`src/sv/mts_pkg.sv`:
```
// ----------------------------------------------------------------------------
// mts_pkg
// Shared constants and types for the min-tracking stack: field widths,
// operation codes and the controller/datapath command and status words.
// ----------------------------------------------------------------------------
`default_nettype none

package mts_pkg;

  // fixed widths of the channel fields
  localparam int FIELD_W = 32;
  localparam int OP_W    = 2;

  // defaults for the top-level parameters
  localparam int DEF_DEPTH       = 256;
  localparam int DEF_VALUE_WIDTH = 32;

  // operation codes; the unused code behaves as a peek
  localparam logic [OP_W-1:0] OP_PUSH = 2'd0;
  localparam logic [OP_W-1:0] OP_POP  = 2'd1;
  localparam logic [OP_W-1:0] OP_PEEK = 2'd2;

  // controller to datapath
  typedef struct packed {
    logic exec;      // run the accepted word against the stack
    logic load_top;  // reload top registers from the store read data
    logic emit;      // capture the result into the output register
  } mts_cmd_t;

  // datapath to controller
  typedef struct packed {
    logic need_fetch;  // pending pop leaves an entry that lives in the store
  } mts_sts_t;

endpackage

`default_nettype wire

```
`src/sv/mts_ctrl.sv`:
```
// ----------------------------------------------------------------------------
// mts_ctrl
// Sequencer of the min-tracking stack: takes one word, waits out the store
// read on a deep pop, then hands the result to the output register.
// ----------------------------------------------------------------------------
`default_nettype none

module mts_ctrl (
  input  wire logic              clk,
  input  wire logic              rst_n,
  input  wire logic              in_valid,
  output logic                   in_ready,
  input  wire logic              out_ready,
  output logic                   out_valid,
  input  wire mts_pkg::mts_sts_t sts,
  output mts_pkg::mts_cmd_t      cmd
);

  typedef enum logic [1:0] {
    S_IDLE,
    S_FETCH,
    S_EMIT
  } state_t;

  state_t state_r, state_nxt;
  logic   out_valid_r, out_valid_nxt;
  logic   slot_free;

  assign slot_free = !out_valid_r || out_ready;

  always_comb begin
    state_nxt     = state_r;
    out_valid_nxt = out_valid_r && !out_ready;
    cmd           = '0;
    in_ready      = 1'b0;
    case (state_r)
      S_IDLE: begin
        in_ready = 1'b1;
        if (in_valid) begin
          cmd.exec  = 1'b1;
          state_nxt = sts.need_fetch ? S_FETCH : S_EMIT;
        end
      end
      S_FETCH: begin
        cmd.load_top = 1'b1;
        state_nxt    = S_EMIT;
      end
      S_EMIT: begin
        if (slot_free) begin
          cmd.emit      = 1'b1;
          out_valid_nxt = 1'b1;
          state_nxt     = S_IDLE;
        end
      end
      default: begin
        state_nxt = S_IDLE;
      end
    endcase
  end

  always_ff @(posedge clk) begin
    if (!rst_n) begin
      state_r     <= S_IDLE;
      out_valid_r <= 1'b0;
    end else begin
      state_r     <= state_nxt;
      out_valid_r <= out_valid_nxt;
    end
  end

  assign out_valid = out_valid_r;

endmodule

`default_nettype wire

```
`config.mk`:
```
export PLATFORM = sky130hd
export DESIGN_NAME = mts_ctrl
export DESIGN_NICKNAME = d
export VERILOG_FILES = /design/src/sv/mts_pkg.sv /design/src/sv/mts_ctrl.sv
export SDC_FILE = /design/constraint.sdc
export NUM_CORES = 1
export LEC_CHECK = 0
export ABC_AREA = 0
export ABC_CLOCK_PERIOD_IN_PS = 800
export BUFFER_PORTS_ARGS = -buffer_cell sky130_fd_sc_hd__buf_4
export CAP_MARGIN = 20
export CORE_AREA = 2 2 39 41
export CTS_CLUSTER_DIAMETER = 150
export CTS_CLUSTER_SIZE = 24
export DETAILED_ROUTE_END_ITERATION = 7
export DIE_AREA = 0 0 41 43
export SYNTH_ARGS = -nofsm -noshare
export SYNTH_HDL_FRONTEND = slang
export SYNTH_SLANG_ARGS = --single-unit
```
`constraint.sdc`:
```
create_clock -name clk -period 0.8 [get_ports clk]
set_input_delay 0.12 -clock clk [delete_from_list [all_inputs] [get_ports clk]]
set_output_delay 0.12 -clock clk [all_outputs]
set_load 0.02 [all_outputs]
```
==> results of run 1 <==
cell type report:
cell class | count | area [um^2] | area share, %
repair buffers | 13 | 123.9 | 36.13
multi-input cells | 12 | 102.6 | 29.93
flip-flops and latches | 3 | 66.31 | 19.34
inverters | 1 | 3.754 | 1.095
clock buffers | 4 | 26.28 | 7.664
well taps | 16 | 20.02 | 5.839
cells in the final DEF (no fill, tap or decap):
cell type / netlist / final
a21boi_0: 1 / 1
a21oi_1: 1 / 1
and2_4: 1 / 1
and3_1: 1 / 1
buf_4: 0 / 6
buf_6: 0 / 7
clkbuf_1: 0 / 1
clkbuf_4: 0 / 3
dfxtp_2: 0 / 2
dfxtp_4: 0 / 1
inv_1: 1 / 1
nand2b_1: 2 / 1
nand2b_4: 0 / 1
nor2_1: 2 / 1
nor2_4: 0 / 2
nor2b_4: 0 / 1
o21a_1: 1 / 1
or2b_1: 1 / 1
state kept, by name (all words and copies together) (netlist names):
| signal | flops |
|---|---|
| out_valid | 1 |
| state_r | 2 |
worst min-delay path by stage:
stage,endpoint
floorplan,state_r[1]
global placement,state_r[1]
detailed placement,state_r[1]
CTS,state_r[1]
global route,state_r[1]
finish,state_r[1]
cell families (layout without fill, tap and decap cells):
| logic type | count (synthesis) | count (layout) | synth area share (%) |
|---|---|---|---|
| AO/OA/AOI/OAI | 3 | 3 | 14.41 |
| buffers and inverters | 1 | 18 | 2.700 |
| flip-flops | 3 | 3 | 43.24 |
| AND/OR/NAND/NOR | 9 | 9 | 39.65 |
cell usage after synthesis:
cell type and n:
and3_1 1, o21a_1 1, a21boi_0 1, nor2_1 2, nand2b_1 2, inv_1 1
nor2_2 1, nor2b_1 1, a21oi_1 1, and2_4 1, dfxtp_1 3, or2b_1 1
layer usage:
metal	wire length (um)	vias to the layer above	part of all wire (%)	global-route usage, %
li1	-	87	-	-
met3	27	0	7.8	4.712
met4	0	0	0	8.000
met1	110	80	32	3.846
met2	209	4	60	8.438
met5	0	-	0	0
power by group through the flow:
stage / registers (mW) / logic, mW / clock network [mW]
after detailed placement: 0.169 / 0.116 / 0
after CTS: 0.169 / 0.143 / 0.273
final: 0.169 / 0.142 / 0.257
after floorplan: 0.172 / 0.0533 / 0
after global routing: 0.170 / 0.152 / 0.295
after global placement: 0.168 / 0.115 / 0
critical path: cells and delay by family, from the launching register on:
kind                   cells  cell delay [ns]
DFF                        1             0.33
and+or+nand+nor            2             0.26
buffers and inverters      1             0.11
what timing repair did:
item,4_1_cts,5_1_grt
endpoints found under the setup margin,7,8
setup buffers,1,0
hold buffers,0,0
resized for setup,13,0
endpoints found under the hold margin,0,0
pin swaps,2,1
==> out/metrics.csv, run 1 <==
metric;value;unit
maxCapViolations;0;
cp_max_fo;3;
die_x;41;um
drive_gt1_share;72.73;%
vias;171;
syn_area;138.9;um^2
crit_end;cmd[0];
worst_skew_pair.late_latency;0.23;ns
crit_path_start;state_r[0];
setup-tns-final;-1.127;ns
reg2reg_depth;4;
dp_cells;44;
setup_ws;-0.2477;ns
rrSetupSlack;-0.12;ns
p_total;0.5680;mW
violations;negative setup slack;
ys_ff_latch;3;
synth_top_area_share;43.24;%
clock.fmax;0.9544;GHz
fin_skew;0.0009678;ns
r2r-start;state_r[0];
cp-start-kind;flip-flop;
hold_depth;2;
fp.dieH;43;um
grt_max_degree;4;
hold_viol;0;
cellPowerDensity;1657;mW/mm^2
finalSetupViolCount;7;
synth_nets;21;
worstHoldStart;rst_n;
place_area;262.8;um^2
rows;14;
cp.required;0.68;ns
yosys.area.top_type;dfxtp_1;
cp.arrival;0.93;ns
n_fill_cell;160;
wl_per_cell;7.061;um
syn_to_final_growth;146.8;%
cp_cell_sequence;nand2b_4 > nor2b_4 > buf_6;
hold_class;primary input to flip-flop;
status;complete, but fails checks;
cts_buffers;3;
place.gp.congestion;0.5607;
overflow;0;
hpwl;265.1;um
internal_power;0.4326;mW
seqPwrFrac;29.7;%
drt_pass1_iterations;1;
final_area;342.8;um^2
cts_tree;built;
dpl_worst_slack;-0.1359;ns
die-area;0.001763;mm^2
cts_max_path_buffers;2;
fin_crit;1.048;ns
io_pins;10;
synth_cell_types;12;
holdWs;0.1176;ns
drtAntennaViolNets;0;
combPwrFrac;25.1;%
root_buffer;clkbuf_4;
final_util;24.77;%
wl;346;um
antenna_found_initial;0;
tightest_slew;0.1397;ns
endpoint_kind;output port;
clock-sinks;3;
power_frac_clock;45.2;%
period_share;131.0;%
slowest_stage;dfxtp_2;
clk_pin_slew;0.04;ns
yosys_warnings;0;
final_nets;39;
drt-initial-drc-count;0;
antenna_cells;0;
slew_violations;0;
netSwitchingFraction;23.83;%
cpPeakStageDelay;0.33;ns
core_area;0.001384;mm^2
ir_drop;344.4;uV
rsz0062_at_grt;true;
syn_avg_cell_area;8.680;um^2
r2r-end;state_r[1];
worstSetupPathType;flip-flop to output port;
portBuffers;9;
grt_usage;6.018;%
drc;0;
ys_seq_area_share;43.24;%
fin_cells;49;
drt-vias-per-instance;3.490;
htreeDepth;1;
synthTopCellsByArea;dfxtp_1 (43%), nand2b_1 (9.0%), and2_4 (6.3%);
start_util;10.04;%
power.switching;0.1354;mW
slew-limit-headroom;90.61;%
grt_pass1_vias;196;
grt_pass1_wl;607;um
synth_cells;16;
power.leakage;0.1560;nW
(Power assumes the default switching activity.)
==> inputs of run 2 (changes only) <==
- GPL_TIMING_DRIVEN: default -> 0
==> run 2 against run 1 <==
Compared with the run above: the flow still finishes with violations (negative setup slack); register-to-register slack improved by 0.10 ns; cell count decreased by 8.2%; core utilization decreased by 3.8 points; critical endpoint is now cmd[2].
==> out/metrics.csv, run 2 (synthesis gave the netlist of run 1 again) <==
metric;value;unit
grt_max_degree;5;
layout_commonest_cell;buf_4;
core_area;0.001384;mm^2
largest_register_ffs;2;
dp_cells;41;
cts_max_path_buffers;2;
rows;14;
rrSetupSlack;-0.02;ns
status;complete, but fails checks;
drtAntennaViolNets;0;
clock.fmax;0.9502;GHz
fin_crit;1.052;ns
slew-limit-headroom;89.61;%
violations;negative setup slack;
wl;375;um
grt_usage;5.717;%
cts_buffers;3;
drt_pass1_iterations;2;
io_pins;10;
vias;153;
crit_end;cmd[2];
regMostFlops;state_r;
cp-start-kind;flip-flop;
htreeDepth;1;
cp.arrival;0.93;ns
ir_drop;294.0;uV
reg2reg_depth;3;
crit_path_start;state_r[1];
r2r-start;state_r[0];
hold_class;primary input to flip-flop;
antenna_cells;0;
cp.required;0.68;ns
final_cell_mix;buf_4 (6), clkbuf_4 (3), buf_6 (3), nor2_1 (2), dfxtp_2 (2);
p_total;0.5398;mW
cellPowerDensity;1859;mW/mm^2
tightest_slew;0.1545;ns
drc;0;
drt-vias-per-instance;3.400;
die_x;41;um
antenna_found_initial;0;
rsz0062_at_grt;true;
drt-initial-drc-count;3;
portBuffers;9;
power.leakage;0.1325;nW
start_util;10.04;%
cp_max_fo;4;
hpwl;267.8;um
fin_cells;45;
slew_violations;0;
worst_skew_pair.late_latency;0.23;ns
worstSetupPathType;flip-flop to output port;
setup_ws;-0.2524;ns
drive_gt1_share;65.52;%
root_buffer;clkbuf_4;
cts_tree;built;
holdWs;0.1141;ns
period_share;131.6;%
fin_skew;0.001117;ns
clock-sinks;3;
fp.dieH;43;um
hold_viol;0;
place.gp.congestion;0.5698;
finalSetupViolCount;5;
endpoint_kind;output port;
grt_pass1_vias;154;
syn_to_final_growth;109.0;%
maxCapViolations;0;
overflow;0;
die-area;0.001763;mm^2
wl_per_cell;8.333;um
clk_pin_slew;0.04;ns
r2r-end;state_r[1];
dpl_worst_slack;-0.1301;ns
final_nets;35;
grt_pass1_wl;579;um
run 2: layer usage:
metal	up-vias	GRT usage (%)	part of all wire [%]
met2	4	8.125	61
li1	77	-	-
met4	0	6.000	0
met1	72	4.167	31
met3	0	4.712	7.7
met5	-	0	0
run 2: stage by stage:
stage | cell area, um^2 | utilization, % | setup TNS, ns
final | 290.3 | 20.98 | -0.8622
after global routing | 290.3 | 20.98 | -1.149
after CTS | 290.3 | 20.98 | -0.8967
after detailed placement | 240.2 | 17.36 | -0.2759
after global placement | 240.2 | 17.36 | -0.2308
after floorplan | 152.6 | - | -0.2455
run 2: final cells by class:
| cell class | instances | area [um^2] |
|---|---|---|
| fillers | 162 | 1094 |
| multi-input cells | 12 | 95.09 |
| repair buffers | 9 | 78.83 |
| flip-flops and latches | 3 | 66.31 |
| clock buffers | 4 | 26.28 |
| well taps | 16 | 20.02 |
| inverters | 1 | 3.754 |
run 2: power breakdown:
part	leakage, nW	internal [mW]	switching (mW)
registers	0.0261	0.159	0.0108
logic	0.0914	0.0639	0.0484
clock network	0.0150	0.186	0.0716
run 2: worst min path at each step:
stage,from,to,slack [ns],depth (start not counted)
global route,rst_n,state_r[1],0.12,2
global placement,rst_n,state_r[1],0.35,2
finish,rst_n,state_r[1],0.11,2
floorplan,rst_n,state_r[1],0.24,1
CTS,rst_n,state_r[1],0.11,2
detailed placement,rst_n,state_r[1],0.35,2
run 2: repair_timing:
| action | CTS | global route |
|---|---|---|
| hold buffers | 0 | 0 |
| resized for setup | 7 | 0 |
| endpoints found under the setup margin | 7 | 8 |
| setup buffers | 0 | 0 |
| pin swaps | 1 | 0 |
run 2: critical path, cell delays in order, from the launching register on:
cell and delay, ns:
dfxtp_4 0.36, nor2_4 0.09, and2_4 0.15, buf_6 0.11
